--- src/slot_pool_allocator_assert.svh ---
// assertion macros for the slot pool allocator
`ifndef SLOT_POOL_ALLOCATOR_ASSERT_SVH
`define SLOT_POOL_ALLOCATOR_ASSERT_SVH

`ifndef ASSERT_OFF
`define ASSERT_IMPL(label, clk, rst_n, ante, cons) \
	label: assert property (@(posedge clk) disable iff (!rst_n) (ante) |-> (cons)) \
		else $error("assertion failed");
`define ASSERT_NEXT(label, clk, rst_n, ante, cons) \
	label: assert property (@(posedge clk) disable iff (!rst_n) (ante) |=> (cons)) \
		else $error("assertion failed");
`else
`define ASSERT_IMPL(label, clk, rst_n, ante, cons)
`define ASSERT_NEXT(label, clk, rst_n, ante, cons)
`endif

`endif

--- src/spa_pkg.sv ---
`timescale 1ns / 1ps
`default_nettype none

package spa_pkg;

	localparam int SLOTS_DEFAULT = 256;

	localparam int OP_W      = 2;
	localparam int SLOT_W    = 8;
	localparam int COUNT_W   = 9;
	localparam int PRELOAD_W = 9;

	localparam int APB_DATA_W = 32;
	localparam int APB_ADDR_W = 3;

	// register index, taken from paddr above the byte offset
	localparam logic [APB_ADDR_W-3:0] REG_PRELOAD = 1'b0;

	typedef enum logic [OP_W-1:0] {
		OP_INIT         = 2'd0,
		OP_CREATE       = 2'd1,
		OP_CREATE_LEVEL = 2'd2,
		OP_KILL         = 2'd3
	} spa_op_t;

endpackage

`default_nettype wire

--- src/slot_pool_allocator.sv ---
// Slot pool allocator: a pool of SLOTS slots handed out from a free list linked
// through one single-port-style memory whose words hold a slot's free-list link
// and its killed mark. One transaction is taken at a time and gives one result.
// Every step reads, modifies and writes back that memory, one access per cycle,
// so latency is set by the memory walk: create reads and rewrites the head slot's
// word (no memory access when the pool is empty), kill reads and rewrites the
// slot's word and then drops the high-water count past trailing killed slots (no
// memory access for a slot index out of range), and initialise rewrites every
// entry. After reset the block clears every memory entry with in_ready low;
// configuration writes are taken at any time.
`timescale 1ns / 1ps
`default_nettype none

`include "slot_pool_allocator_assert.svh"

module slot_pool_allocator #(
	parameter int SLOTS = spa_pkg::SLOTS_DEFAULT
) (
	input  wire logic                            clk,
	input  wire logic                            arst_n,
	input  wire logic                            in_valid,
	output logic                                 in_ready,
	input  wire logic [spa_pkg::OP_W-1:0]        operation,
	input  wire logic [spa_pkg::SLOT_W-1:0]      slot,
	output logic                                 out_valid,
	input  wire logic                            out_ready,
	output logic      [spa_pkg::SLOT_W-1:0]      slot_out,
	output logic                                 slot_valid,
	output logic      [spa_pkg::COUNT_W-1:0]     total_count,
	output logic      [spa_pkg::COUNT_W-1:0]     level_count,
	input  wire logic                            psel,
	input  wire logic                            penable,
	input  wire logic                            pwrite,
	input  wire logic [spa_pkg::APB_ADDR_W-1:0]  paddr,
	input  wire logic [spa_pkg::APB_DATA_W-1:0]  pwdata,
	output logic      [spa_pkg::APB_DATA_W-1:0]  prdata,
	output logic                                 pready
);

	localparam int IW = $clog2(SLOTS);
	localparam int DW = $clog2(SLOTS + 1) + 1;

	logic [spa_pkg::PRELOAD_W-1:0] preload;
	logic                          ram_re;
	logic [IW-1:0]                 ram_raddr;
	logic [DW-1:0]                 ram_rdata;
	logic                          ram_we;
	logic [IW-1:0]                 ram_waddr;
	logic [DW-1:0]                 ram_wdata;

	spa_cfg u_cfg (
		.clk     (clk),
		.arst_n  (arst_n),
		.psel    (psel),
		.penable (penable),
		.pwrite  (pwrite),
		.paddr   (paddr),
		.pwdata  (pwdata),
		.prdata  (prdata),
		.pready  (pready),
		.preload (preload)
	);

	spa_ram #(
		.WIDTH (DW),
		.DEPTH (SLOTS)
	) u_ram (
		.clk   (clk),
		.we    (ram_we),
		.waddr (ram_waddr),
		.wdata (ram_wdata),
		.re    (ram_re),
		.raddr (ram_raddr),
		.rdata (ram_rdata)
	);

	spa_core #(
		.SLOTS (SLOTS)
	) u_core (
		.clk         (clk),
		.arst_n      (arst_n),
		.in_valid    (in_valid),
		.in_ready    (in_ready),
		.operation   (operation),
		.slot        (slot),
		.out_valid   (out_valid),
		.out_ready   (out_ready),
		.slot_out    (slot_out),
		.slot_valid  (slot_valid),
		.total_count (total_count),
		.level_count (level_count),
		.preload     (preload),
		.ram_re      (ram_re),
		.ram_raddr   (ram_raddr),
		.ram_rdata   (ram_rdata),
		.ram_we      (ram_we),
		.ram_waddr   (ram_waddr),
		.ram_wdata   (ram_wdata)
	);

	// a read and a write never share a cycle, so no read-during-write hazard
	`ASSERT_IMPL(a_no_rw_overlap, clk, arst_n, ram_we, !ram_re)
	// one transaction in flight at a time
	`ASSERT_NEXT(a_busy_after_accept, clk, arst_n, in_valid && in_ready, !in_ready)
	`ASSERT_IMPL(a_wr_in_range, clk, arst_n, ram_we, (32'(ram_waddr) < 32'(SLOTS)))

endmodule

`default_nettype wire

--- src/spa_ram.sv ---
`timescale 1ns / 1ps
`default_nettype none

module spa_ram #(
	parameter int WIDTH = 10,
	parameter int DEPTH = 256
) (
	input  wire logic                     clk,
	input  wire logic                     we,
	input  wire logic [$clog2(DEPTH)-1:0] waddr,
	input  wire logic [WIDTH-1:0]         wdata,
	input  wire logic                     re,
	input  wire logic [$clog2(DEPTH)-1:0] raddr,
	output logic      [WIDTH-1:0]         rdata
);

	logic [WIDTH-1:0] mem [DEPTH];

	always_ff @(posedge clk) begin
		if (we) begin
			mem[waddr] <= wdata;
		end
		if (re) begin
			rdata <= mem[raddr];
		end
	end

endmodule

`default_nettype wire

--- src/spa_cfg.sv ---
`timescale 1ns / 1ps
`default_nettype none

module spa_cfg (
	input  wire logic                            clk,
	input  wire logic                            arst_n,
	input  wire logic                            psel,
	input  wire logic                            penable,
	input  wire logic                            pwrite,
	input  wire logic [spa_pkg::APB_ADDR_W-1:0]  paddr,
	input  wire logic [spa_pkg::APB_DATA_W-1:0]  pwdata,
	output logic      [spa_pkg::APB_DATA_W-1:0]  prdata,
	output logic                                 pready,
	output logic      [spa_pkg::PRELOAD_W-1:0]   preload
);

	logic [spa_pkg::PRELOAD_W-1:0] preload_q;
	logic                          sel_preload;
	logic                          wr_en;

	assign pready      = 1'b1;
	assign sel_preload = (paddr[spa_pkg::APB_ADDR_W-1:2] == spa_pkg::REG_PRELOAD);
	assign wr_en       = psel && penable && pwrite && pready;
	assign prdata      = sel_preload ? spa_pkg::APB_DATA_W'(preload_q) : '0;
	assign preload     = preload_q;

	always_ff @(posedge clk or negedge arst_n) begin
		if (!arst_n) begin
			preload_q <= '0;
		end else if (wr_en && sel_preload) begin
			preload_q <= pwdata[spa_pkg::PRELOAD_W-1:0];
		end
	end

endmodule

`default_nettype wire

--- src/spa_core.sv ---
`timescale 1ns / 1ps
`default_nettype none

module spa_core #(
	parameter int SLOTS = spa_pkg::SLOTS_DEFAULT
) (
	input  wire logic                                clk,
	input  wire logic                                arst_n,
	input  wire logic                                in_valid,
	output logic                                     in_ready,
	input  wire logic [spa_pkg::OP_W-1:0]            operation,
	input  wire logic [spa_pkg::SLOT_W-1:0]          slot,
	output logic                                     out_valid,
	input  wire logic                                out_ready,
	output logic      [spa_pkg::SLOT_W-1:0]          slot_out,
	output logic                                     slot_valid,
	output logic      [spa_pkg::COUNT_W-1:0]         total_count,
	output logic      [spa_pkg::COUNT_W-1:0]         level_count,
	input  wire logic [spa_pkg::PRELOAD_W-1:0]       preload,
	output logic                                     ram_re,
	output logic      [$clog2(SLOTS)-1:0]            ram_raddr,
	input  wire logic [$clog2(SLOTS+1):0]            ram_rdata,
	output logic                                     ram_we,
	output logic      [$clog2(SLOTS)-1:0]            ram_waddr,
	output logic      [$clog2(SLOTS+1):0]            ram_wdata
);

	localparam int IW = $clog2(SLOTS);
	localparam int CW = $clog2(SLOTS + 1);
	localparam logic [IW-1:0] LAST    = IW'(SLOTS - 1);
	localparam logic [CW-1:0] SLOTS_C = CW'(SLOTS);

	typedef enum logic [3:0] {
		S_CLEAR,
		S_IDLE,
		S_INIT,
		S_CRT_RD,
		S_CRT_WR,
		S_KILL_RD,
		S_KILL_WR,
		S_SHR_RD,
		S_SHR_CHK,
		S_DONE
	} state_t;

	state_t                       state_q;
	logic [CW-1:0]                head_q;
	logic [CW-1:0]                hw_q;
	logic [CW-1:0]                prot_q;
	logic [IW-1:0]                idx_q;
	logic [IW-1:0]                kslot_q;
	logic                         lvl_q;
	logic [spa_pkg::SLOT_W-1:0]   res_slot_q;
	logic                         res_valid_q;
	logic                         out_valid_q;
	logic [spa_pkg::SLOT_W-1:0]   slot_out_q;
	logic                         slot_valid_q;
	logic [spa_pkg::COUNT_W-1:0]  total_q;
	logic [spa_pkg::COUNT_W-1:0]  level_q;

	logic [CW-1:0] preload_clamp;
	logic          kill_push;
	logic [CW-1:0] rd_next;
	logic          rd_killed;

	assign in_ready    = (state_q == S_IDLE);
	assign out_valid   = out_valid_q;
	assign slot_out    = slot_out_q;
	assign slot_valid  = slot_valid_q;
	assign total_count = total_q;
	assign level_count = level_q;

	assign preload_clamp = (32'(preload) > 32'(SLOTS)) ? SLOTS_C : CW'(preload);
	assign kill_push     = (CW'(kslot_q) >= prot_q);
	assign rd_next       = ram_rdata[CW-1:0];
	assign rd_killed     = ram_rdata[CW];

	// memory word: killed mark on top, free-list link below
	always_comb begin
		ram_re    = 1'b0;
		ram_raddr = kslot_q;
		ram_we    = 1'b0;
		ram_waddr = idx_q;
		ram_wdata = '0;
		unique case (state_q)
			S_CLEAR: begin
				ram_we = 1'b1;
			end
			S_INIT: begin
				ram_we    = 1'b1;
				ram_wdata = {1'b0, CW'(idx_q) + CW'(1)};
			end
			S_CRT_RD: begin
				ram_re    = 1'b1;
				ram_raddr = IW'(head_q);
			end
			S_CRT_WR: begin
				ram_we    = 1'b1;
				ram_waddr = IW'(head_q);
				ram_wdata = {1'b0, rd_next};
			end
			S_KILL_RD: begin
				ram_re = 1'b1;
			end
			S_KILL_WR: begin
				ram_we    = 1'b1;
				ram_waddr = kslot_q;
				ram_wdata = {1'b1, kill_push ? head_q : rd_next};
			end
			S_SHR_RD: begin
				ram_re    = (hw_q != '0);
				ram_raddr = IW'(hw_q - CW'(1));
			end
			default: begin
			end
		endcase
	end

	always_ff @(posedge clk or negedge arst_n) begin
		if (!arst_n) begin
			state_q      <= S_CLEAR;
			head_q       <= SLOTS_C;
			hw_q         <= '0;
			prot_q       <= '0;
			idx_q        <= '0;
			kslot_q      <= '0;
			lvl_q        <= 1'b0;
			res_slot_q   <= '0;
			res_valid_q  <= 1'b0;
			out_valid_q  <= 1'b0;
			slot_out_q   <= '0;
			slot_valid_q <= 1'b0;
			total_q      <= '0;
			level_q      <= '0;
		end else begin
			if (out_valid_q && out_ready && (state_q != S_DONE)) begin
				out_valid_q <= 1'b0;
			end
			unique case (state_q)
				S_CLEAR: begin
					idx_q <= idx_q + IW'(1);
					if (idx_q == LAST) begin
						idx_q   <= '0;
						state_q <= S_IDLE;
					end
				end
				S_IDLE: begin
					if (in_valid) begin
						res_slot_q  <= '0;
						res_valid_q <= 1'b0;
						unique case (spa_pkg::spa_op_t'(operation))
							spa_pkg::OP_INIT: begin
								prot_q  <= preload_clamp;
								hw_q    <= preload_clamp;
								head_q  <= preload_clamp;
								idx_q   <= '0;
								state_q <= S_INIT;
							end
							spa_pkg::OP_CREATE, spa_pkg::OP_CREATE_LEVEL: begin
								lvl_q <= (spa_pkg::spa_op_t'(operation)
									== spa_pkg::OP_CREATE_LEVEL);
								state_q <= (head_q >= SLOTS_C) ? S_DONE : S_CRT_RD;
							end
							spa_pkg::OP_KILL: begin
								kslot_q <= IW'(slot);
								state_q <= (32'(slot) < 32'(SLOTS)) ? S_KILL_RD : S_DONE;
							end
							default: begin
								state_q <= S_DONE;
							end
						endcase
					end
				end
				S_INIT: begin
					idx_q <= idx_q + IW'(1);
					if (idx_q == LAST) begin
						idx_q   <= '0;
						state_q <= S_DONE;
					end
				end
				S_CRT_RD: begin
					state_q <= S_CRT_WR;
				end
				S_CRT_WR: begin
					head_q      <= rd_next;
					res_slot_q  <= spa_pkg::SLOT_W'(head_q);
					res_valid_q <= 1'b1;
					if (head_q + CW'(1) > hw_q) begin
						hw_q <= head_q + CW'(1);
					end
					if (lvl_q && (prot_q < SLOTS_C)) begin
						prot_q <= prot_q + CW'(1);
					end
					state_q <= S_DONE;
				end
				S_KILL_RD: begin
					state_q <= S_KILL_WR;
				end
				S_KILL_WR: begin
					if (kill_push) begin
						head_q <= CW'(kslot_q);
					end
					state_q <= S_SHR_RD;
				end
				// trailing killed slots drop off the high-water count
				S_SHR_RD: begin
					state_q <= (hw_q == '0) ? S_DONE : S_SHR_CHK;
				end
				S_SHR_CHK: begin
					if (rd_killed) begin
						hw_q    <= hw_q - CW'(1);
						state_q <= S_SHR_RD;
					end else begin
						state_q <= S_DONE;
					end
				end
				S_DONE: begin
					if (!out_valid_q || out_ready) begin
						out_valid_q  <= 1'b1;
						slot_out_q   <= res_slot_q;
						slot_valid_q <= res_valid_q;
						total_q      <= spa_pkg::COUNT_W'(hw_q);
						level_q      <= spa_pkg::COUNT_W'(prot_q);
						state_q      <= S_IDLE;
					end
				end
				default: begin
					state_q <= S_IDLE;
				end
			endcase
		end
	end

endmodule

`default_nettype wire

--- config.mk ---
export PLATFORM = sky130hd
export DESIGN_NAME = slot_pool_allocator
export DESIGN_NICKNAME = d
export VERILOG_FILES = /design/src/spa_pkg.sv /design/src/slot_pool_allocator.sv /design/src/spa_ram.sv /design/src/spa_cfg.sv /design/src/spa_core.sv
export VERILOG_INCLUDE_DIRS = /design/src /design/src/src
export SDC_FILE = /design/constraint.sdc
export NUM_CORES = 2
export LEC_CHECK = 0
export CORE_MARGIN = 8
export CORE_UTILIZATION = 68
export DETAILED_ROUTE_END_ITERATION = 8
export DONT_BUFFER_PORTS = 1
export PLACE_DENSITY_LB_ADDON = 0.2
export SYNTH_ARGS = -nofsm -noshare
export SYNTH_HDL_FRONTEND = slang
export SYNTH_SLANG_ARGS = --single-unit
--- constraint.sdc ---
create_clock -name clk -period 16.7 [get_ports clk]
set_input_delay 1.67 -clock clk [delete_from_list [all_inputs] [get_ports clk]]
set_output_delay 1.67 -clock clk [all_outputs]
set_load 0.02 [all_outputs]
==> impl_metrics.csv <==
group,metric,value,unit
clocking,cts_htree_levels,5,
floorplanning,die_area,0.172,mm²
setup_path,worstPathRequired,17.43,ns
logic_synthesis,synth_compound_area_share,6.33,%
power_and_ir_drop,p_per_area,187,mW/mm²
logic_synthesis,synth_top_family_by_area,"simple AND/OR/NAND/NOR gates",
sta,rsz0062_at_grt,"false",
finish,final_cell_mix,"2570 x edfxtp_1, 2167 x nand2_1, 717 x nand3_1",
hold_path,hold_class,"input pin to async pin",
clocking,clock_latency,0.91,ns
logic_synthesis,syn_area_per_cell,12.9,µm²
sta,fin_tns_setup,0,ns
route,drc,0,
clocking,cts_resized,0,
sta,whs,0.470,ns
floorplanning,boundaryPins,114,
setup_path,worstPathMaxFanout,154,
setup_path,criticalPathCategory,"register to register",
route,ant_nets,0,
global_routing,grt_pass1_wl,415000,µm
setup_path,endpoint_kind,"register",
sta,fin_crit,6.61,ns
logic_synthesis,synth.cell_area,0.108,mm²
clocking,cts_hold_buf,0,
power_and_ir_drop,power.leakage,40.7,nW
placed_design,dp_hpwl,158000,µm
global_routing,antenna_found_initial,13,
logic_synthesis,synth_edf_count,2570,
finish,drive_gt1_share,6.48,%
logic_synthesis,synthCells,8324,
logic_synthesis,ys_types,71,
setup_path,startpoint_type,"register",
route,wl_per_cell,27.0,µm
placed_design,numPortBuffers,0,
clocking,cts_buffers,278,
floorplanning,initial_core_util,68.3,%
floorplanning,die_x,414,µm
clocking,cts.sinks,2664,
finish,area_growth,8.85,%
clocking,cts_tree,"built",
clocking,post_cts_buffers,0,
sta,fmax,151,MHz
logic_synthesis,synthAdderAreaFrac,0.279,%
placed_design,place_congestion,0.924,
sta,fin_crit_sh,39.6,%
route,routed_wl,281000,µm
sta,finalSetupViolCount,0,
clocking,clk_pin_slew_worst_paths,0.06,ns
sta,slew_headroom,10.2,%
route,routed_via_density,6.73,
logic_synthesis,yosysWarnings,0,
route,drtPass1Iterations,9,
floorplanning,core,0.158,mm²
global_routing,grt_pass1_vias,66200,
clocking,cts_buffer_depth,4,
finish,mostFrequentLayoutCell,"edfxtp_1",
floorplanning,die-height,414,µm
global_routing,grt_usage,31.6,%
global_routing,grt-ovfl-total,0,
sta,skew,0.0593,ns
logic_synthesis,seq_area_frac_synth,73.8,%
sta,tightest_slew,1.34,ns
floorplanning,rows,146,
logic_synthesis,synth_top_flop_cell,"edfxtp_1",
route,dr.first_iter.drc_count,11400,
logic_synthesis,synthMuxAreaShare,0.842,%
finish,final_nets,8227,
power_and_ir_drop,peakVddDrop,0.243,mV
logic_synthesis,ys_ff_latch,2664,
logic_synthesis,synthSimpleGateAreaFrac,16.2,%
sta,finalHoldViolations,0,
clocking,cts_root_buf,"clkbuf_16",
logic_synthesis,synthArstFlopShare,3.53,%
route,vias,70000,
sta,drv_slew,0,
logic_synthesis,synth_xor_area_share,0.154,%
global_routing,grt_max_degree,197,
setup_path,worstPathArrival,7.34,ns
job,drv_cap,0,
status,status,"finished clean",
layer usage:
metal	global-route usage [%]	vias up	share of wire (%)
met5	0	-	0.018
met3	8.10	800	12
li1	-	30400	-
met4	14.2	8	4.8
met1	44.1	34300	37
met2	47.8	4596	46
cells in the mapped netlist, types with 12 or more instances:
cell	n	area share, %
a211oi_1	234	1.6
a21oi_1	147	0.68
a22oi_1	42	0.29
a31oi_1	164	0.95
a32oi_1	20	0.16
and2_1	12	0.070
and3_1	402	2.3
buf_1	100	0.35
buf_2	136	0.63
buf_4	26	0.18
clkbuf_1	323	1.1
dfrtp_1	93	2.2
edfxtp_1	2570	72
ha_1	24	0.28
inv_1	28	0.098
mux2_2	37	0.39
mux2i_1	49	0.46
nand2_1	2171	7.6
nand3_1	719	3.3
nand4_1	134	0.78
nor2_1	320	1.1
nor2b_1	27	0.16
nor3_1	13	0.060
o2111ai_1	40	0.33
o211ai_1	21	0.15
o21ai_0	153	0.71
o22ai_1	67	0.39
o31ai_1	45	0.31
or3_1	23	0.13
xnor2_1	16	0.13
registers in the layout, indices dropped and copies added, names as in the netlist, 4 cells and up:
name	cells
u_core.total_count	9
u_core.idx_q	8
u_cfg.preload	9
u_core.head_q	9
u_core.hw_q	9
u_ram.mem	2560
u_core.res_slot_q	8
u_core.prot_q	9
u_core.kslot_q	8
u_core.slot_out	8
u_ram.rdata	10
u_core.level_count	9
u_core.state_q	4
worst paths after layout:
kind                                         endpoint  slack, ns  cells past startpoint                  from
worst max-delay path                   u_ram.rdata[1]      10.09                     12        u_core.hw_q[0]
worst min register to register   u_core.res_slot_q[5]       0.50                      1  u_core.res_slot_q[5]
worst min-delay path            u_core.level_count[0]       0.47                      0                arst_n
max in group asynchronous            u_core.head_q[8]      16.00                      0                arst_n
worst max register to register         u_ram.rdata[1]      10.09                     12        u_core.hw_q[0]
min in group clk                 u_core.res_slot_q[5]       0.50                      1  u_core.res_slot_q[5]
metrics by stage:
| step | setup slack, ns | total power, mW | cells | instance area (µm²) | util (%) |
|---|---|---|---|---|---|
| 2_1_floorplan | 5.52 | 13.6 | 8346 | 108000 | - |
| 3_3_place_gp | 10.46 | 15.9 | 9943 | 109000 | 69.2 |
| 3_5_place_dp | 10.35 | 16.1 | 9943 | 109000 | 69.2 |
| 4_1_cts | 10.35 | 21.7 | 10400 | 117000 | 74.3 |
| 5_1_grt | 9.97 | 22.7 | 10400 | 117000 | 74.3 |
| 6_report | 10.09 | 21.9 | 10400 | 117000 | 74.3 |
power by group:
group	total [mW]	switching, mW	internal [mW]
Clock	5.62	2.41	3.21
Sequential	8.17	0.205	7.96
Combinational	8.12	6.01	2.11
Total	21.9	8.63	13.3
worst max-delay path: stages (launching register included):
cell,delay (ns)
dfrtp_1,0.58
inv_1,0.12
ha_1,0.41
a211o_4,0.43
nand2_8,0.56
buf_4,0.86
buf_12,0.48
a211oi_1,0.17
a31oi_1,0.25
o22ai_1,0.21
or4b_1,0.70
o31ai_1,1.01
and4b_1,0.35
area by class of cell:
type                            count  area, µm²
Clock inverter                     95        608
Multi-Input combinational cell   5066      26000
Antenna cell                       12       30.0
Clock buffer                      357       7400
Timing Repair Buffer              113       1010
Sequential cell                  2664      79500
Fill cell                        9529      40500
Inverter                           28        113
Tap cell                         2072       2590
kinds of logic (layout without fill, tap and decap cells):
| kind of cell | after synthesis | count (layout) |
|---|---|---|
| xor gates and xnor gates | 19 | 19 |
| DFF | 2664 | 2664 |
| buffers and inverters | 616 | 593 |
| muxes | 86 | 86 |
| other | 2 | 36 |
| AOI/OAI and AO/OA | 1019 | 1019 |
| adders and majority gates | 24 | 24 |
| and+or+nand+nor | 3894 | 3894 |
(Power assumes the default switching activity.)
